`src/hw/rtl/depth_to_space_address_generator_core_defines.svh`:
```
// Assertion macros shared by the address generator RTL.
// All macros sample on posedge clk and are disabled while arst_n is low.
`ifndef DEPTH_TO_SPACE_ADDRESS_GENERATOR_CORE_DEFINES_SVH
`define DEPTH_TO_SPACE_ADDRESS_GENERATOR_CORE_DEFINES_SVH

`ifndef SYNTH

// cond holds at every edge
`define D2S_CHECK(label, cond) \
	label: assert property (@(posedge clk) disable iff (!arst_n) (cond)) \
		else $error("d2s check failed");

// ante implies cons in the same cycle
`define D2S_IMPLY(label, ante, cons) \
	label: assert property (@(posedge clk) disable iff (!arst_n) (ante) |-> (cons)) \
		else $error("d2s implication failed");

// ante implies cons in the next cycle
`define D2S_NEXT(label, ante, cons) \
	label: assert property (@(posedge clk) disable iff (!arst_n) (ante) |=> (cons)) \
		else $error("d2s next-cycle check failed");

`else

`define D2S_CHECK(label, cond)
`define D2S_IMPLY(label, ante, cons)
`define D2S_NEXT(label, ante, cons)

`endif

`endif

```
`src/hw/rtl/d2s_pkg.sv`:
```
package d2s_pkg;

	// Build-time limits
	localparam int ADDR_BITS = 40;
	localparam int MAX_BLOCK = 16;
	localparam int MAX_DIM   = 2048;

	// Fixed field widths
	localparam int FIELD_W = 40;
	localparam int EB_W    = 4;
	localparam int BS_W    = 5;
	localparam int NB_W    = 9;
	localparam int CH_W    = 13;
	localparam int DIM_W   = 12;
	localparam int CFG_IW  = 3;
	localparam int CFG_DW  = 13;

	// Walk position widths
	localparam int N_W   = 8;
	localparam int C_W   = 12;
	localparam int PH_W  = (MAX_BLOCK > 1) ? $clog2(MAX_BLOCK) : 1;
	localparam int BLK_W = $clog2(MAX_DIM);

	// Address datapath widths
	localparam int PIDX_W = PH_W + BS_W + 1;
	localparam int BS2_W  = 2 * BS_W;
	localparam int ROW_W  = $clog2(MAX_DIM * MAX_BLOCK + 1);
	localparam int PIN_W  = 2 * DIM_W;
	localparam int ROFF_W = BLK_W + DIM_W + 1;
	localparam int NCH_W  = N_W + CH_W + 1;
	localparam int CIN_W  = C_W + BS2_W + PIDX_W;
	localparam int CCNT_W = CH_W + BS2_W;
	localparam int POUT_W = 2 * ROW_W;
	localparam int DROW_W = 2 * ROW_W + 1;
	localparam int NCIN_W = N_W + CCNT_W + 2;
	localparam int DST_W  = NCH_W + POUT_W + 1;
	localparam int SRC_W  = NCIN_W + PIN_W + 1;
	localparam int SRCE_W = SRC_W + EB_W;
	localparam int DSTE_W = DST_W + EB_W;

	// Queue between front and back
	localparam int Q_DEPTH = 4;
	localparam int Q_AW    = $clog2(Q_DEPTH);

	typedef logic [EB_W-1:0]   eb_t;
	typedef logic [BS_W-1:0]   bs_t;
	typedef logic [NB_W-1:0]   nb_t;
	typedef logic [CH_W-1:0]   ch_t;
	typedef logic [DIM_W-1:0]  dim_t;
	typedef logic [N_W-1:0]    n_t;
	typedef logic [C_W-1:0]    c_t;
	typedef logic [PH_W-1:0]   ph_t;
	typedef logic [BLK_W-1:0]  blk_t;
	typedef logic [PIDX_W-1:0] pidx_t;
	typedef logic [BS2_W-1:0]  bs2_t;
	typedef logic [ROW_W-1:0]  row_t;
	typedef logic [PIN_W-1:0]  pin_t;
	typedef logic [ROFF_W-1:0] roff_t;
	typedef logic [NCH_W-1:0]  nch_t;
	typedef logic [CIN_W-1:0]  cin_t;
	typedef logic [CCNT_W-1:0] ccnt_t;
	typedef logic [POUT_W-1:0] pout_t;
	typedef logic [DROW_W-1:0] drow_t;
	typedef logic [NCIN_W-1:0] ncin_t;
	typedef logic [DST_W-1:0]  dst_t;
	typedef logic [SRC_W-1:0]  src_t;
	typedef logic [SRCE_W-1:0] srce_t;
	typedef logic [DSTE_W-1:0] dste_t;
	typedef logic [FIELD_W-1:0] addr_t;
	typedef logic [CFG_IW-1:0] cfg_idx_t;
	typedef logic [CFG_DW-1:0] cfg_data_t;
	typedef logic [Q_AW-1:0]   qptr_t;
	typedef logic [Q_AW:0]     qcnt_t;

	// Register indexes
	localparam cfg_idx_t REG_ELEMENT_BYTES = 3'd0;
	localparam cfg_idx_t REG_BLOCK_SIZE    = 3'd1;
	localparam cfg_idx_t REG_ORDER_MODE    = 3'd2;
	localparam cfg_idx_t REG_BATCH_COUNT   = 3'd3;
	localparam cfg_idx_t REG_OUT_CHANNELS  = 3'd4;
	localparam cfg_idx_t REG_IN_HEIGHT     = 3'd5;
	localparam cfg_idx_t REG_IN_WIDTH      = 3'd6;

	// Channel order
	localparam logic MODE_DCR = 1'b0;
	localparam logic MODE_CRD = 1'b1;

	// Address bits kept in the output fields
	localparam addr_t ADDR_MASK = (ADDR_BITS >= FIELD_W) ? '1 :
		addr_t'((64'd1 << ADDR_BITS) - 64'd1);

	// Saturated configuration, every field in its legal range
	typedef struct packed {
		eb_t  eb;
		bs_t  bs;
		logic mode;
		nb_t  nb;
		ch_t  ch;
		dim_t hh;
		dim_t ww;
	} cfg_t;

	// Walk position
	typedef struct packed {
		n_t   batch_pos;
		c_t   chan_pos;
		blk_t row_block;
		ph_t  row_phase;
		blk_t col_block;
		ph_t  col_phase;
	} pos_t;

	// Queue entry: one element of the walk
	typedef struct packed {
		pos_t pos;
		logic last;
	} rec_t;

endpackage

```
`src/hw/rtl/d2s_fifo.sv`:
```
`include "depth_to_space_address_generator_core_defines.svh"

module d2s_fifo (
	input  logic            clk,
	input  logic            arst_n,
	input  logic            push_valid,
	output logic            push_ready,
	input  d2s_pkg::rec_t   push_data,
	output logic            pop_valid,
	input  logic            pop_ready,
	output d2s_pkg::rec_t   pop_data
);

	d2s_pkg::rec_t  mem_q [d2s_pkg::Q_DEPTH];
	d2s_pkg::qptr_t wr_ptr_q;
	d2s_pkg::qptr_t rd_ptr_q;
	d2s_pkg::qcnt_t cnt_q;
	logic           push_fire;
	logic           pop_fire;

	assign push_ready = (cnt_q != d2s_pkg::qcnt_t'(d2s_pkg::Q_DEPTH));
	assign pop_valid  = (cnt_q != '0);
	assign pop_data   = mem_q[rd_ptr_q];
	assign push_fire  = push_valid && push_ready;
	assign pop_fire   = pop_valid && pop_ready;

	// Pointer advance with wrap at the queue depth
	function automatic d2s_pkg::qptr_t ptr_inc(input d2s_pkg::qptr_t p);
		if (p == d2s_pkg::qptr_t'(d2s_pkg::Q_DEPTH - 1)) begin
			ptr_inc = '0;
		end else begin
			ptr_inc = p + d2s_pkg::qptr_t'(1);
		end
	endfunction

	// Storage
	always_ff @(posedge clk) begin
		if (push_fire) begin
			mem_q[wr_ptr_q] <= push_data;
		end
	end

	// Pointers and fill count
	always_ff @(posedge clk or negedge arst_n) begin
		if (!arst_n) begin
			wr_ptr_q <= '0;
			rd_ptr_q <= '0;
			cnt_q    <= '0;
		end else begin
			if (push_fire) begin
				wr_ptr_q <= ptr_inc(wr_ptr_q);
			end
			if (pop_fire) begin
				rd_ptr_q <= ptr_inc(rd_ptr_q);
			end
			if (push_fire && !pop_fire) begin
				cnt_q <= cnt_q + d2s_pkg::qcnt_t'(1);
			end else if (pop_fire && !push_fire) begin
				cnt_q <= cnt_q - d2s_pkg::qcnt_t'(1);
			end
		end
	end

	`D2S_CHECK(a_cnt_bound, cnt_q <= d2s_pkg::qcnt_t'(d2s_pkg::Q_DEPTH))
	`D2S_IMPLY(a_empty_ptrs, cnt_q == '0, wr_ptr_q == rd_ptr_q)
	`D2S_NEXT(a_cnt_up, push_fire && !pop_fire, cnt_q == $past(cnt_q) + d2s_pkg::qcnt_t'(1))

endmodule

```
`config.mk`:
```
export PLATFORM = sky130hd
export DESIGN_NAME = d2s_fifo
export DESIGN_NICKNAME = d
export VERILOG_FILES = /design/src/hw/rtl/d2s_pkg.sv /design/src/hw/rtl/d2s_fifo.sv
export VERILOG_INCLUDE_DIRS = /design/src /design/src/hw/rtl
export SDC_FILE = /design/constraint.sdc
export NUM_CORES = 1
export LEC_CHECK = 0
export BUFFER_PORTS_ARGS = -buffer_cell sky130_fd_sc_hd__buf_2
export CAP_MARGIN = 20
export CORE_MARGIN = 1
export CORE_UTILIZATION = 35
export CTS_CLUSTER_DIAMETER = 200
export CTS_CLUSTER_SIZE = 10
export DETAILED_ROUTE_END_ITERATION = 10
export GPL_ROUTABILITY_DRIVEN = 0
export GPL_TIMING_DRIVEN = 0
export MAX_ROUTING_LAYER = met4
export SETUP_SLACK_MARGIN = 0.1
export SYNTH_ARGS = -nofsm -noshare
export SYNTH_HDL_FRONTEND = slang
export SYNTH_SLANG_ARGS = --single-unit
```
`constraint.sdc`:
```
create_clock -name clk -period 5.08 [get_ports clk]
set_input_delay 0.254 -clock clk [delete_from_list [all_inputs] [get_ports clk]]
set_output_delay 0.254 -clock clk [all_outputs]
set_load 0.01 [all_outputs]
```
==> qor.csv <==
stage;metric;value;unit
route;via count;3720;
worst_setup_path;crit path cell chain;clkbuf_1, buf_2, mux4_2, buf_2;
route;# DRC;0;
layout;share of cells above drive strength 1;40.8;%
clock_network;Root Driver;clkbuf_16;
clock_network;CTS Buf Count;25;
clock_network;H-tree levels;1;
clock_network;clk sink count;211;
yosys;largest family of logic cells by synthesized area;multiplexers;
worst_setup_path;CP Max Fanout;10;
worst_setup_path;worst reg-to-reg path cell count;8;
yosys;multiplexer area fraction after synthesis;15.5;%
global_route;pin count of the biggest net entering global routing;52;
yosys;leading area contributor after synthesis;edfxtp_1;
timing;final setup vio count;0;
floorplanning;die width;152;um
route;drt first pass iters;4;
route;WL per Instance;18.3;um
route;initial DRC count;124;
worst_setup_path;Critical Path RT;4830;ps
worst_setup_path;Worst setup EP type;output port;
timing;crit share post-route;46.4;%
power_and_ir_drop;PD cells;564;nW/um^2
yosys;xor/xnor cell area share of the yosys netlist;0.334;%
timing;RSZ-0062 raised after global routing;false;
placed_design;Setup WS pre-CTS;2880;ps
yosys;Synth area leaders;edfxtp_1 78%, mux4_2 14%, dfrtp_1 2.2%;
job;max-cap violations;0;
global_route;initial antenna violation count;0;
timing;FMAX;424;MHz
yosys;Yosys top cell area share;77.9;%
timing;Worst Tran Pin Value;852;ps
placed_design;IO buf count;107;
global_route;vias in the first global route;4033;
yosys;Post-synth top flop;edfxtp_1;
yosys;ys async rst share;3.32;%
timing;min Tclk post-route;2360;ps
yosys;simple-gate share of the synthesized area;0.748;%
clock_network;Hold Buf Count CTS;52;
route;post-route ant nets;0;
yosys;yosys warns;0;
min_path;HP Class;in2async;
route;vias per cell;4.77;
power_and_ir_drop;static leakage;3.45;nW
layout;commonest non-fill, non-tap cells in the layout;204 x edfxtp_1, 112 x buf_2, 52 x dlygate4sd3_1;
placed_design;Post-DP HPWL;8.01;mm
worst_setup_path;Critical Path Max Stage Delay;380;ps
layout;Layout Nets;552;
yosys;compound-cell area share of the yosys netlist;0.143;%
run_status;status;complete, no violations;
yosys;Synth Area in Adders;1.21;%
floorplanning;Core ar.;21900;um^2
timing;max-slew violations;0;
worst_setup_path;CP Launch Type;register;
floorplanning;IO Count;108;
worst_setup_path;CP arrival;2100;ps
yosys;register area share after synthesis;80.2;%
worst_setup_path;R2R Setup Slk;2880;ps
yosys;Post-Syn Area;7860;um^2
global_route;total gr overflow;0;
layout;ANT cells;0;
worst_setup_path;FF-to-FF Start;cnt_q[0];
timing;slew margin rel.;43.2;%
yosys;syn avg cell area;25.9;um^2
clock_network;Gates resized, CTS repair;0;
global_route;Total GRT Usage;12.8;%
clock_network;clk slew on worst S/H paths;50;ps
timing;Worst Clk Skew;20.6;ps
yosys;number of synthesized flops with an enable pin;204;
clock_network;worst-case clock buffer depth;3;
floorplanning;Core Rows;54;
layout;Syn-to-layout area delta;26.7;%
timing;Setup TNS Final;0;ps
clock_network;clock latency on the worst-skew pair;510;ps
worst_setup_path;slowest CP cell;buf_2;
route;Total Wirelength;14.2;mm
clock_network;CTS tree;done;
yosys;net count of the mapped netlist;366;
worst_setup_path;Crit Path Class;reg2out;
global_route;first-pass GRT wire length;21.9;mm
worst_setup_path;crit-path most repeated cell;buf_2;
layout;final std cells w/o fill;780;
yosys;cells after synthesis;304;
floorplanning;initial core utilization;35.9;%
clock_network;Setup Fix Bufs, Post-CTS;0;
power_and_ir_drop;VDD IR max;0.283;mV
floorplanning;Die Area;23100;um^2
yosys;Synth cell types;19;
timing;Final Hold Vio Count;0;
timing;final worst slack;2720;ps
layout;commonest non-fill, non-tap cell in the layout;edfxtp_1;
floorplanning;die height;152;um
worst_setup_path;worst reg2reg endpoint;cnt_q[2];
yosys;flop and latch count out of synthesis;211;
placed_design;placed cells;691;
[through the flow]
stage          instance area, um^2  hold slack [ps]  util, %  total power, mW
2_1_floorplan                 7860            -41.6        -             3.54
3_5_place_dp                  8760              100     40.0             4.15
6_report                      9960              103     45.5             5.61
5_1_grt                       9960             93.3     45.5             5.90
4_1_cts                       9960             87.1     45.5             5.72
3_3_place_gp                  8750             93.7     40.0             4.12
[cells in the mapped netlist, types with 2 or more instances]
| library cell | n |
|---|---|
| edfxtp_1 | 204 |
| dfrtp_1 | 7 |
| ha_1 | 6 |
| nor2_1 | 4 |
| mux4_1 | 3 |
| buf_2 | 5 |
| buf_12 | 5 |
| and2_1 | 4 |
| xor2_1 | 2 |
| nand2_1 | 2 |
| inv_1 | 3 |
| mux2_2 | 5 |
| mux4_2 | 48 |
[cell families (layout without fill, tap and decap cells)]
logic type                 after synthesis  count (layout)
muxes                                   56              56
DFF                                    211             211
xor gates and xnor gates                 3               3
and+or+nand+nor                         11              11
AOI/OAI and AO/OA                        1               1
adders and majority gates                7               7
buffers and inverters                   15             211
[layer usage]
metal | global-route usage [%] | part of all wire, %
met1 | 16.0 | 43
met5 | - | 0
met3 | 2.62 | 5.2
met2 | 21.1 | 51
met4 | 3.62 | 1.4
[sequential cells by signal, indices dropped and copies added, names as in the netlist]
register,cells
mem_q,204
cnt_q,3
rd_ptr_q,2
wr_ptr_q,2
[critical path, delay by kind of cell (launching register included)]
family / cells / cell delay [ps]
buffers and inverters: 3 / 860
multiplexers: 1 / 370
flip-flops: 1 / 350
[how the worst max path moves through the flow]
stage	startpoint	end	slack (ps)
4_1_cts	rd_ptr_q[1]	pop_data[36]	2630
3_5_place_dp	cnt_q[0]	cnt_q[2]	2880
6_report	rd_ptr_q[1]	pop_data[30]	2720
5_1_grt	rd_ptr_q[1]	pop_data[36]	2580
2_1_floorplan	cnt_q[0]	mem_q[0][0]	2680
3_3_place_gp	cnt_q[0]	mem_q[2][13]	1580
[area by class of cell]
class                           count  area, um^2
Buffer                             12         140
Clock buffer                       35         663
Clock inverter                      2        17.5
Fill cell                        1905       11900
Inverter                            3        11.3
Multi-Input combinational cell     78        1420
Sequential cell                   211        6300
Tap cell                          280         350
Timing Repair Buffer              159        1060
[report_power, final]
part	internal (mW)	leakage [nW]	switching, mW
combinational	0.817	1.18	0.879
clock	0.896	0.329	0.625
sequential	2.31	1.95	0.0886
Power figures use the tool's default switching activity.
