## src/hw/rtl/depth_to_space_address_generator_core_defines.svh

```systemverilog
// Assertion macros shared by the address generator RTL.
// All macros sample on posedge clk and are disabled while arst_n is low.
`ifndef DEPTH_TO_SPACE_ADDRESS_GENERATOR_CORE_DEFINES_SVH
`define DEPTH_TO_SPACE_ADDRESS_GENERATOR_CORE_DEFINES_SVH

`ifndef SYNTH

// cond holds at every edge
`define D2S_CHECK(label, cond) \
	label: assert property (@(posedge clk) disable iff (!arst_n) (cond)) \
		else $error("d2s check failed");

// ante implies cons in the same cycle
`define D2S_IMPLY(label, ante, cons) \
	label: assert property (@(posedge clk) disable iff (!arst_n) (ante) |-> (cons)) \
		else $error("d2s implication failed");

// ante implies cons in the next cycle
`define D2S_NEXT(label, ante, cons) \
	label: assert property (@(posedge clk) disable iff (!arst_n) (ante) |=> (cons)) \
		else $error("d2s next-cycle check failed");

`else

`define D2S_CHECK(label, cond)
`define D2S_IMPLY(label, ante, cons)
`define D2S_NEXT(label, ante, cons)

`endif

`endif

```

## src/hw/rtl/d2s_pkg.sv

```systemverilog
package d2s_pkg;

	// Build-time limits
	localparam int ADDR_BITS = 40;
	localparam int MAX_BLOCK = 16;
	localparam int MAX_DIM   = 2048;

	// Fixed field widths
	localparam int FIELD_W = 40;
	localparam int EB_W    = 4;
	localparam int BS_W    = 5;
	localparam int NB_W    = 9;
	localparam int CH_W    = 13;
	localparam int DIM_W   = 12;
	localparam int CFG_IW  = 3;
	localparam int CFG_DW  = 13;

	// Walk position widths
	localparam int N_W   = 8;
	localparam int C_W   = 12;
	localparam int PH_W  = (MAX_BLOCK > 1) ? $clog2(MAX_BLOCK) : 1;
	localparam int BLK_W = $clog2(MAX_DIM);

	// Address datapath widths
	localparam int PIDX_W = PH_W + BS_W + 1;
	localparam int BS2_W  = 2 * BS_W;
	localparam int ROW_W  = $clog2(MAX_DIM * MAX_BLOCK + 1);
	localparam int PIN_W  = 2 * DIM_W;
	localparam int ROFF_W = BLK_W + DIM_W + 1;
	localparam int NCH_W  = N_W + CH_W + 1;
	localparam int CIN_W  = C_W + BS2_W + PIDX_W;
	localparam int CCNT_W = CH_W + BS2_W;
	localparam int POUT_W = 2 * ROW_W;
	localparam int DROW_W = 2 * ROW_W + 1;
	localparam int NCIN_W = N_W + CCNT_W + 2;
	localparam int DST_W  = NCH_W + POUT_W + 1;
	localparam int SRC_W  = NCIN_W + PIN_W + 1;
	localparam int SRCE_W = SRC_W + EB_W;
	localparam int DSTE_W = DST_W + EB_W;

	// Queue between front and back
	localparam int Q_DEPTH = 4;
	localparam int Q_AW    = $clog2(Q_DEPTH);

	typedef logic [EB_W-1:0]   eb_t;
	typedef logic [BS_W-1:0]   bs_t;
	typedef logic [NB_W-1:0]   nb_t;
	typedef logic [CH_W-1:0]   ch_t;
	typedef logic [DIM_W-1:0]  dim_t;
	typedef logic [N_W-1:0]    n_t;
	typedef logic [C_W-1:0]    c_t;
	typedef logic [PH_W-1:0]   ph_t;
	typedef logic [BLK_W-1:0]  blk_t;
	typedef logic [PIDX_W-1:0] pidx_t;
	typedef logic [BS2_W-1:0]  bs2_t;
	typedef logic [ROW_W-1:0]  row_t;
	typedef logic [PIN_W-1:0]  pin_t;
	typedef logic [ROFF_W-1:0] roff_t;
	typedef logic [NCH_W-1:0]  nch_t;
	typedef logic [CIN_W-1:0]  cin_t;
	typedef logic [CCNT_W-1:0] ccnt_t;
	typedef logic [POUT_W-1:0] pout_t;
	typedef logic [DROW_W-1:0] drow_t;
	typedef logic [NCIN_W-1:0] ncin_t;
	typedef logic [DST_W-1:0]  dst_t;
	typedef logic [SRC_W-1:0]  src_t;
	typedef logic [SRCE_W-1:0] srce_t;
	typedef logic [DSTE_W-1:0] dste_t;
	typedef logic [FIELD_W-1:0] addr_t;
	typedef logic [CFG_IW-1:0] cfg_idx_t;
	typedef logic [CFG_DW-1:0] cfg_data_t;
	typedef logic [Q_AW-1:0]   qptr_t;
	typedef logic [Q_AW:0]     qcnt_t;

	// Register indexes
	localparam cfg_idx_t REG_ELEMENT_BYTES = 3'd0;
	localparam cfg_idx_t REG_BLOCK_SIZE    = 3'd1;
	localparam cfg_idx_t REG_ORDER_MODE    = 3'd2;
	localparam cfg_idx_t REG_BATCH_COUNT   = 3'd3;
	localparam cfg_idx_t REG_OUT_CHANNELS  = 3'd4;
	localparam cfg_idx_t REG_IN_HEIGHT     = 3'd5;
	localparam cfg_idx_t REG_IN_WIDTH      = 3'd6;

	// Channel order
	localparam logic MODE_DCR = 1'b0;
	localparam logic MODE_CRD = 1'b1;

	// Address bits kept in the output fields
	localparam addr_t ADDR_MASK = (ADDR_BITS >= FIELD_W) ? '1 :
		addr_t'((64'd1 << ADDR_BITS) - 64'd1);

	// Saturated configuration, every field in its legal range
	typedef struct packed {
		eb_t  eb;
		bs_t  bs;
		logic mode;
		nb_t  nb;
		ch_t  ch;
		dim_t hh;
		dim_t ww;
	} cfg_t;

	// Walk position
	typedef struct packed {
		n_t   batch_pos;
		c_t   chan_pos;
		blk_t row_block;
		ph_t  row_phase;
		blk_t col_block;
		ph_t  col_phase;
	} pos_t;

	// Queue entry: one element of the walk
	typedef struct packed {
		pos_t pos;
		logic last;
	} rec_t;

endpackage

```

## src/hw/rtl/d2s_front.sv

```systemverilog
module d2s_front (
	input  logic            clk,
	input  logic            arst_n,
	input  d2s_pkg::cfg_t   cfg,
	input  logic            in_valid,
	output logic            in_ready,
	input  logic            restart,
	output logic            push_valid,
	input  logic            push_ready,
	output d2s_pkg::rec_t   push_data
);

	d2s_pkg::pos_t pos_q;
	d2s_pkg::pos_t cur;
	d2s_pkg::pos_t nxt;
	logic          wrap_bw, wrap_w, wrap_bh, wrap_h, wrap_c, wrap_n;
	logic          cy_w, cy_bh, cy_h, cy_c, cy_n;

	assign in_ready   = push_ready;
	assign push_valid = in_valid;

	// Current position, end-of-axis flags and next position
	always_comb begin
		cur = restart ? '0 : pos_q;

		wrap_bw = int'(cur.col_phase) + 1 >= int'(cfg.bs);
		wrap_w  = int'(cur.col_block) + 1 >= int'(cfg.ww);
		wrap_bh = int'(cur.row_phase) + 1 >= int'(cfg.bs);
		wrap_h  = int'(cur.row_block) + 1 >= int'(cfg.hh);
		wrap_c  = int'(cur.chan_pos)  + 1 >= int'(cfg.ch);
		wrap_n  = int'(cur.batch_pos) + 1 >= int'(cfg.nb);

		// carry into each axis, innermost first
		cy_w  = wrap_bw;
		cy_bh = cy_w && wrap_w;
		cy_h  = cy_bh && wrap_bh;
		cy_c  = cy_h && wrap_h;
		cy_n  = cy_c && wrap_c;

		nxt = cur;
		nxt.col_phase = wrap_bw ? '0 : cur.col_phase + d2s_pkg::ph_t'(1);
		if (cy_w) begin
			nxt.col_block = wrap_w ? '0 : cur.col_block + d2s_pkg::blk_t'(1);
		end
		if (cy_bh) begin
			nxt.row_phase = wrap_bh ? '0 : cur.row_phase + d2s_pkg::ph_t'(1);
		end
		if (cy_h) begin
			nxt.row_block = wrap_h ? '0 : cur.row_block + d2s_pkg::blk_t'(1);
		end
		if (cy_c) begin
			nxt.chan_pos = wrap_c ? '0 : cur.chan_pos + d2s_pkg::c_t'(1);
		end
		if (cy_n) begin
			nxt.batch_pos = wrap_n ? '0 : cur.batch_pos + d2s_pkg::n_t'(1);
		end

		push_data.pos  = cur;
		push_data.last = cy_n && wrap_n;
	end

	// Walk position
	always_ff @(posedge clk or negedge arst_n) begin
		if (!arst_n) begin
			pos_q <= '0;
		end else if (in_valid && push_ready) begin
			pos_q <= nxt;
		end
	end

endmodule

```

## config.mk

```make
export PLATFORM = sky130hd
export DESIGN_NAME = d2s_front
export DESIGN_NICKNAME = d
export VERILOG_FILES = /design/src/hw/rtl/depth_to_space_address_generator_core_defines.svh /design/src/hw/rtl/d2s_pkg.sv /design/src/hw/rtl/d2s_front.sv
export SDC_FILE = /design/constraint.sdc
export NUM_CORES = 1
export LEC_CHECK = 0
export CORE_MARGIN = 3
export CORE_UTILIZATION = 26
export DETAILED_ROUTE_END_ITERATION = 10
export DONT_BUFFER_PORTS = 1
export PLACE_DENSITY_LB_ADDON = 0.3
export SLEW_MARGIN = 30
export SYNTH_ARGS = -nofsm -noshare
export SYNTH_HDL_FRONTEND = slang
export SYNTH_SLANG_ARGS = --single-unit
```

## constraint.sdc

```tcl
create_clock -name clk -period 4.8 [get_ports clk]
set_input_delay 0.72 -clock clk [delete_from_list [all_inputs] [get_ports clk]]
set_output_delay 0.72 -clock clk [all_outputs]
set_load 0.005 [all_outputs]
```

==> key figures, run 1 <==
Finish
  • Final net count: 710
  • Area grow syn2layout: 8.211%
  • Flip-flop count of the largest register after layout: 50
  • Largest registers: pos_q x50
  • Cell area after layout: 0.005276 mm2
  • Fill count: 1964
  • Antenna diodes: 0
  • Most common cell after layout, fill and taps aside: ha_1
  • Share of layout cells above drive strength 1: 5.782%
  • Most frequent cells in the layout: 62 x ha_1, 57 x inv_1, 50 x dfrtp_1
  • Largest Register: pos_q

Synth
  • Yosys cell types: 59
  • Syn Inst Count: 594
  • Main flop type after synthesis: dfrtp_1
  • Yosys reg bits: 50
  • Syn Area/Cell: 8.209 um2
  • Syn_nets: 717
  • Post-synth EDFFs: 0
  • Seq/Total Area, Yosys: 25.66%
  • Asr flop ratio synth: 100.0%
  • YS warnings: 0
  • Mapped cell area: 0.004876 mm2

Critical path
  • Critical path class: input pin to primary output
  • Reg2reg setup slack: 770 ps
  • Worst-path fanout max: 81
  • Worst endpoint required time: 4080 ps
  • Worst R2R Path Depth: 15
  • CP Launch Type: input pin
  • CP Capture Type: primary output
  • Critical path arrival: 3590 ps

Floorplanning
  • Die Area: 0.02043 mm2
  • I/O pins: 114
  • Die height: 142.9 um
  • Starting Density: 26.78%
  • Die Wd: 142.9 um
  • Core Rows: 49
  • Core area: 0.01821 mm2

STA
  • Relative slew slack: 51.61%
  • Final Max Slew Viols: 0
  • Final min period: 4309 ps
  • Fmax: 232.1 MHz
  • Final setup fails: 0
  • Tcrit/Tclk final: 89.78%
  • Setup TNS: 0 ps
  • Final WS setup: 490.7 ps
  • Unrepaired setup endpoints after global routing: false
  • Tightest Pin Transition: 721.0 ps
  • Final hold viol count: 0
  • Clock skew: 9.711 ps

Global route
  • First-pass GRT wire length: 20.85 mm
  • Gr ovfl total: 0
  • Largest net degree at the start of global routing: 82
  • Initial antenna violation count: 0
  • Gr usage total: 12.66%
  • Vias in the first global route: 4061

Routing
  • Post-route antenna net violation count: 0
  • Post-Route WL: 12.86 mm
  • Initial DRC Count: 192
  • DRC: 0
  • Vias: 4132
  • Drt first pass iters: 4
  • Routed WL per cell: 15.74 um
  • Drt via density: 5.058

Placement
  • HPWL Detailed: 9.577 mm
  • Placed Area: 0.005129 mm2
  • Routability cong.: 0.7366
  • Number of port buffers: 0
  • Pre-CTS WS: 373.4 ps

Clocking
  • Clock-pin slew on the worst setup and hold paths: 70 ps
  • H-Tree Depth: 2
  • Clock sinks: 50
  • Worst skew pair latency: 300 ps
  • TritonCTS Buffers: 5
  • Hold_buf cts: 0
  • CTS Buffer Depth: 2
  • Clk root buf: clkbuf_16
  • Postcts setup bufs: 0
  • Cts repair resizes: 0
  • CTS tree: yes

Power
  • Leakage: 2.607 nW
  • Worst vdd ir: 0.1078 mV
  • Power density over the cells: 174.1 mW/mm2

Run
  • Maxcap violations: 0

Hold path
  • Hold Crit Class: input pin to async pin

Run status
  • Status: completed
-- worst paths after layout --
check / start / end
min reg2reg: pos_q[2]$_DFFE_PN0P_ / pos_q[2]$_DFFE_PN0P_
min in group clk: pos_q[2]$_DFFE_PN0P_ / pos_q[2]$_DFFE_PN0P_
max in group asynchronous: arst_n / pos_q[42]$_DFFE_PN0P_
max: restart / push_data[0]
min: arst_n / pos_q[26]$_DFFE_PN0P_
max reg2reg: pos_q[31]$_DFFE_PN0P_ / pos_q[34]$_DFFE_PN0P_
-- routing by layer --
layer / track usage [%] / wire [um] / vias to the layer above / part of all wire [%]
met2: 21.32 / 6133 / 67 / 48
met1: 16.78 / 6046 / 1950 / 47
met5: 0 / 0 / - / 0
li1: - / - / 2109 / -
met4: 2.501 / 102 / 0 / 0.79
met3: 2.780 / 577 / 6 / 4.5
-- through the flow --
step	hold WS, ps	utilization, %	std cells	total power (W)
floorplan	424.4	-	594	0.0005332
global placement	425.9	28.17	809	0.0005542
detailed placement	426.0	28.17	809	0.0005553
CTS	103.9	28.98	817	0.0009358
global route	101.3	28.98	817	0.0009662
finish	114.4	28.98	817	0.0009186
-- synth_stat cells (7+ instances only) --
cell | number | area (um2)
ha_1 | 62 | 775.7
a221o_1 | 12 | 120.1
and3_1 | 14 | 87.58
nor3_1 | 8 | 40.04
xnor2_1 | 10 | 87.58
nor2b_1 | 49 | 306.5
inv_1 | 57 | 214.0
nand2b_1 | 7 | 43.79
nor3b_1 | 8 | 60.06
nand2_1 | 44 | 165.2
a22o_1 | 19 | 166.4
dfrtp_1 | 50 | 1251
a21oi_1 | 26 | 130.1
nand4_1 | 11 | 68.82
nand3_1 | 26 | 130.1
o21ai_0 | 37 | 185.2
nor2_1 | 35 | 131.4
clkbuf_1 | 15 | 56.30
xor2_1 | 21 | 183.9
-- power by group --
part	leakage, nW	internal [W]	switching, W	total [W]
combinational	1.84	0.0000440	0.0000641	0.000108
sequential	0.691	0.000430	0.00000780	0.000437
clock	0.0739	0.000207	0.000166	0.000373
total	2.61	0.000681	0.000238	0.000919
-- area by class of cell --
cell class                      count  area (um2)  share of cell area [%]
Multi-Input combinational cell    462        3294                   62.44
Sequential cell                    50        1251                   23.71
Tap cell                          229       286.5                   5.430
Inverter                           57       214.0                   4.055
Clock buffer                        7       142.6                   2.703
Timing Repair Buffer               11       82.58                   1.565
Clock inverter                      1       5.005                 0.09485
-- worst max-delay path, cell delays in order --
cell     delay [ps]
nor2b_1         250
ha_1            270
and3_1          240
and3_1          240
and3_1          250
and3_1          250
xor2_1           90
ha_1            310
nand4_1          90
o21ai_1         330
nand4_1         300
nor2_1          240
-- cells by family (layout without fill, tap and decap cells) --
group	after synthesis	count (layout)	share of synthesized area (%)
AO/OA/AOI/OAI	146	146	21.04
XOR/XNOR	31	31	5.568
flip-flops	50	50	25.66
AND/OR/NAND/NOR	222	222	24.74
multiplexers	1	1	0.2053
adder cells (fa/ha/maj)	62	62	15.91
buffers and inverters	82	76	6.877
Power figures use the tool's default switching activity.
==> run 2, diff against run 1 <==
- ABC_AREA: not set -> 1
- CTS_CLUSTER_SIZE: not set -> 24
==> run 2 against run 1 <==
Net effect:
- combinational power grew to 3.0 times the previous value
- non-clock buffer count is 1 higher
- final cell count is 34% higher
- maximum frequency is 4.0% higher
- synthesized area is 9.8% higher
- clock skew is 2.1 ps lower
- flip-flop and latch count stayed put
- clock power hardly changed
- synthesized cell count is 40% higher
- critical path type unchanged
==> key figures, run 2 <==
Run status
  • Status: completed

Routing
  • Initial DRC Count: 249
  • Routed WL per cell: 13.41 um
  • Vias: 4928
  • Post-route antenna net violation count: 0
  • DRC: 0
  • Drt via density: 4.505
  • Drt first pass iters: 5
  • Post-Route WL: 14.67 mm

Finish
  • Fill count: 2207
  • Multi-input logic area: 0.003327 mm2
  • Area grow syn2layout: 7.782%
  • Final net count: 951
  • Most frequent cells in the layout: 237 x nand2_1, 165 x inv_1, 73 x nor2_1
  • Most common cell after layout, fill and taps aside: nand2_1
  • Largest registers: pos_q x50
  • Antenna diodes: 0
  • Fin cells: 1094
  • Sequential cell area: 0.001251 mm2
  • Share of layout cells above drive strength 1: 6.031%
  • Flip-flop count of the largest register after layout: 50
  • Largest Register: pos_q

Floorplanning
  • Die Area: 0.02235 mm2
  • Die Wd: 149.5 um
  • I/O pins: 114
  • Die height: 149.5 um
  • Core Rows: 51
  • Starting Density: 26.98%
  • Core area: 0.01985 mm2

Critical path
  • Reg2reg setup slack: 1070 ps
  • Worst R2R Path Depth: 21
  • Worst-path fanout max: 40
  • CP Capture Type: primary output
  • Crit path launch: restart
  • Critical path class: input pin to primary output
  • CP Launch Type: input pin
  • FF-to-FF End: pos_q[30]$_DFFE_PN0P_
  • Critical path arrival: 3420 ps
  • Critical R2R Launch: pos_q[5]$_DFFE_PN0P_
  • Worst endpoint required time: 4080 ps
  • Worst setup path end: push_data[0]

Placement
  • HPWL Detailed: 11.27 mm
  • Inst Count DP: 1086
  • Routability cong.: 0.7879
  • Number of port buffers: 0

STA
  • Final Max Slew Viols: 0
  • Setup TNS: 0 ps
  • Final hold viol count: 0
  • Final setup fails: 0
  • Clock skew: 7.638 ps
  • Relative slew slack: 55.26%
  • Tightest Pin Transition: 671.0 ps
  • Unrepaired setup endpoints after global routing: false
  • Hold_ws: 116.6 ps
  • Tcrit/Tclk final: 86.35%
  • Fmax: 241.3 MHz
  • Final min period: 4145 ps

Synth
  • Count leader, synth: nand2_1
  • Most frequent cells after synthesis: 238 x nand2_1, 165 x inv_1, 73 x nor2_1, 62 x ha_1, 52 x nand3_1
  • Asr flop ratio synth: 100.0%
  • Post-synth EDFFs: 0
  • Synth top area share: 23.37%
  • Yosys reg bits: 50
  • Seq/Total Area, Yosys: 23.37%
  • Yosys cell types: 36
  • Syn_nets: 957
  • Syn Area/Cell: 6.420 um2
  • Syn Inst Count: 834
  • Top post-synthesis cells by area: dfrtp_1 23%, nand2_1 17%, ha_1 14%, inv_1 12%, nor2_1 5.1%
  • Synth area leader: dfrtp_1
  • YS warnings: 0
  • Mapped cell area: 0.005354 mm2
  • Main flop type after synthesis: dfrtp_1

Clocking
  • H-Tree Depth: 2
  • CTS tree: yes
  • TritonCTS Buffers: 5
  • CTS Buffer Depth: 2
  • Clock sinks: 50
  • Hold_buf cts: 0
  • Clk root buf: clkbuf_16
  • Postcts setup bufs: 0
  • Cts repair resizes: 0
  • Clock-pin slew on the worst setup and hold paths: 70 ps
  • Worst skew pair latency: 300 ps

Global route
  • Largest net degree at the start of global routing: 56
  • Gr ovfl total: 0
  • First-pass GRT wire length: 24.00 mm
  • Vias in the first global route: 4733
  • Initial antenna violation count: 0
  • Gr usage total: 13.32%

Hold path
  • Hold Crit Class: input pin to async pin

Power
  • Leakage: 3.273 nW
  • Power density over the cells: 205.4 mW/mm2
  • Worst vdd ir: 0.1114 mV

Run
  • Maxcap violations: 0
==> run 2: cell count changes after synthesis, sizes merged, moves of 8 or more <==
cell    change
and3       -16
buf         +8
a22o       -19
nor2b      -49
nand3      +26
o21ai      -14
nand2     +194
clkbuf      -8
a22oi      +12
a221o      -12
nor2       +58
a21oi      +17
inv       +109
==> run 2: cells by family after synthesis <==
logic type / after synthesis / share of synthesized area, %
compound gates: 100 / 10.40
simple gates: 407 / 33.28
xor+xnor: 24 / 3.926
flops: 50 / 23.37
buf+inv: 191 / 14.54
fa+ha+maj: 62 / 14.49
==> run 2: area by class of cell <==
type / instances / share of cell area (%)
clock buffers: 7 / 2.472
clock inverters: 1 / 0.08673
inverters: 166 / 10.80
multi-input cells: 593 / 57.65
flip-flops and latches: 50 / 21.68
well taps: 265 / 5.746
repair buffers: 12 / 1.561
==> run 2: stage by stage <==
stage               total power, W  utilization, %  cell area, um2  worst slack [ps]
finish                    0.001185           29.08            5771             655.4
global route              0.001291           29.08            5771             305.3
CTS                       0.001214           29.08            5771             596.8
detailed placement       0.0008260           28.33            5623             610.6
global placement         0.0008219           28.33            5623             631.0
floorplan                0.0007548               -            5354             521.3
==> run 2: worst min path at each step <==
stage	slack (ps)	startpoint	to	depth (start not counted)
finish	120	arst_n	pos_q[1]$_DFFE_PN0P_	0
global route	90	arst_n	pos_q[13]$_DFFE_PN0P_	0
CTS	100	arst_n	pos_q[13]$_DFFE_PN0P_	0
detailed placement	430	arst_n	pos_q[39]$_DFFE_PN0P_	0
global placement	430	arst_n	pos_q[39]$_DFFE_PN0P_	0
floorplan	420	arst_n	pos_q[0]$_DFFE_PN0P_	0
==> run 2: where the power goes <==
group,total [W],leakage [nW],switching (W),internal (W)
sequential,0.000485,0.646,0.0000230,0.000462
clock,0.000371,0.0739,0.000164,0.000207
combinational,0.000329,2.55,0.000217,0.000112
==> run 2: worst max-delay path: stages <==
cell and delay (ps):
inv_1 190, nand2_1 140, inv_1 180, ha_1 190
nand2_1 80, nor2_2 190, nand2_1 120, nor2_1 150
nand3_1 110, nand2_1 100, inv_1 40, ha_1 300
nand2_1 60, nor2_1 120, inv_1 50, nor2_1 90
nand2_1 60, nand3_1 190, nand4_2 140, nor2_1 180
==> run 2: per-layer routing <==
| metal | track usage [%] | share of wire (%) |
|---|---|---|
| met4 | 2.700 | 0.75 |
| met5 | 0 | 0 |
| met3 | 3.089 | 5.1 |
| met1 | 17.67 | 49 |
| met2 | 22.26 | 45 |
==> run 3, diff against run 2 <==
- MAX_ROUTING_LAYER: not set -> met4
==> run 3 against run 2 <==
Net effect:
- non-clock buffer count unchanged
- first-iteration DRC count decreased by 3.6%
- maximum frequency about the same
- die area unchanged
- final area unchanged
- clock skew about the same
- via count unchanged
- worst hold slack about the same
- core utilization unchanged
- clock power about the same
- power about the same
- critical path type unchanged
- highest routed layer unchanged
==> key figures, run 3 (synthesized netlist as in run 2, its figures left out) <==
STA
  • Clock skew: 7.666 ps
  • Final min period: 4145 ps
  • Final hold viol count: 0
  • Relative slew slack: 55.26%
  • Final Max Slew Viols: 0
  • Final WS setup: 655.4 ps
  • Tcrit/Tclk final: 86.35%
  • Unrepaired setup endpoints after global routing: false
  • Final setup fails: 0
  • Fmax: 241.3 MHz
  • Setup TNS: 0 ps
  • Tightest Pin Transition: 671.0 ps

Floorplanning
  • Die height: 149.5 um
  • Die Area: 0.02235 mm2
  • Starting Density: 26.98%
  • I/O pins: 114
  • Die Wd: 149.5 um
  • Core Rows: 51
  • Core area: 0.01985 mm2

Critical path
  • Critical path arrival: 3420 ps
  • CP Launch Type: input pin
  • Worst endpoint required time: 4080 ps
  • Crit path largest cell delay: 300 ps
  • CP cell instances: inv_1 > nand2_1 > inv_1 > ha_1 > nand2_1 > nor2_2 > nand2_1 > nor2_1 > nand3_1 > nand2_1 > inv_1 > ha_1 > nand2_1 > nor2_1 > inv_1 > nor2_1 > nand2_1 > nand3_1 > nand4_2 > nor2_1
  • Crit path buffers/inverters: 4
  • Worst-path fanout max: 40
  • Critical path class: input pin to primary output
  • CP Capture Type: primary output
  • Crit path max-delay family: simple AND/OR/NAND/NOR gates
  • Critical path's slowest cell: ha_1
  • CP dominant cell by count: nand2_1

Global route
  • Gr ovfl total: 0
  • First-pass GRT wire length: 23.99 mm
  • Vias in the first global route: 4732
  • Gr usage total: 13.71%
  • Initial antenna violation count: 0
  • Largest net degree at the start of global routing: 56

Clocking
  • H-Tree Depth: 2
  • TritonCTS Buffers: 5
  • Clk root buf: clkbuf_16
  • Postcts setup bufs: 0
  • CTS Buffer Depth: 2
  • Cts repair resizes: 0
  • Clock-pin slew on the worst setup and hold paths: 70 ps
  • Clock sinks: 50
  • CTS tree: yes
  • Worst skew pair latency: 300 ps
  • Hold_buf cts: 0

Finish
  • Largest registers: pos_q x50
  • Flip-flop count of the largest register after layout: 50
  • Fill count: 2207
  • Final net count: 951
  • Antenna diodes: 0
  • Most frequent cells in the layout: 237 x nand2_1, 165 x inv_1, 73 x nor2_1
  • Area grow syn2layout: 7.782%
  • Share of layout cells above drive strength 1: 6.031%
  • Most common cell after layout, fill and taps aside: nand2_1
  • Largest Register: pos_q

Hold path
  • Hold Crit Class: input pin to async pin

Run status
  • Status: completed

Routing
  • Drt first pass iters: 5
  • Post-Route WL: 14.67 mm
  • Vias: 4928
  • DRC: 0
  • Initial DRC Count: 240
  • Drt via density: 4.505
  • Routed WL per cell: 13.41 um
  • Post-route antenna net violation count: 0

Power
  • Power, Total: 0.001185 W
  • Leakage: 3.273 nW
  • Worst vdd ir: 0.1114 mV
  • Power density over the cells: 205.4 mW/mm2

Placement
  • Routability cong.: 0.7992
  • HPWL Detailed: 11.27 mm
  • Pre-CTS WS: 610.6 ps
  • Number of port buffers: 0

Run
  • Maxcap violations: 0
==> run 3: cell counts in the layout (fill, tap and decap cells not counted) <==
Identical to the previous run, type by type.
==> run 3: metal layers <==
layer | track usage [%] | part of all wire, %
met1 | 17.75 | 49
met2 | 22.26 | 45
met3 | 2.968 | 5.0
met4 | 2.700 | 0.75
met5 | - | 0
==> run 3: worst paths after layout <==
| kind | start | to | slack (ps) | cells past startpoint |
|---|---|---|---|---|
| worst max-delay path | restart | push_data[0] | 660 | 20 |
| worst min-delay path | arst_n | pos_q[1]$_DFFE_PN0P_ | 120 | 0 |
| worst max register to register | pos_q[5]$_DFFE_PN0P_ | pos_q[30]$_DFFE_PN0P_ | 1070 | 21 |
| worst min register to register | pos_q[43]$_DFFE_PN0P_ | pos_q[43]$_DFFE_PN0P_ | 480 | 2 |
| max in group asynchronous | arst_n | pos_q[15]$_DFFE_PN0P_ | 4590 | 0 |
| min in group clk | pos_q[43]$_DFFE_PN0P_ | pos_q[43]$_DFFE_PN0P_ | 480 | 2 |
==> run 3: stage by stage <==
step	instance area, um2	cells	hold WS, ps	utilization [%]
floorplan	5354	834	424.4	-
global placement	5623	1086	426.3	28.33
detailed placement	5623	1086	426.1	28.33
CTS	5771	1094	95.25	29.08
global route	5771	1094	88.92	29.08
finish	5771	1094	116.6	29.08
==> run 3: layout make-up <==
class                      count  area [um2]  area share [%]
clock buffer                   7       142.6           2.472
clock inverter                 1       5.005         0.08673
inverter                     166       623.1           10.80
multi-input combinational    593        3327           57.65
sequential                    50        1251           21.68
tap                          265       331.6           5.746
timing repair buffer          12       90.09           1.561
==> run 3: power by group <==
group / internal (W) / switching, W
registers: 0.000462 / 0.0000230
clock network: 0.000207 / 0.000164
logic: 0.000112 / 0.000217
total: 0.000781 / 0.000404
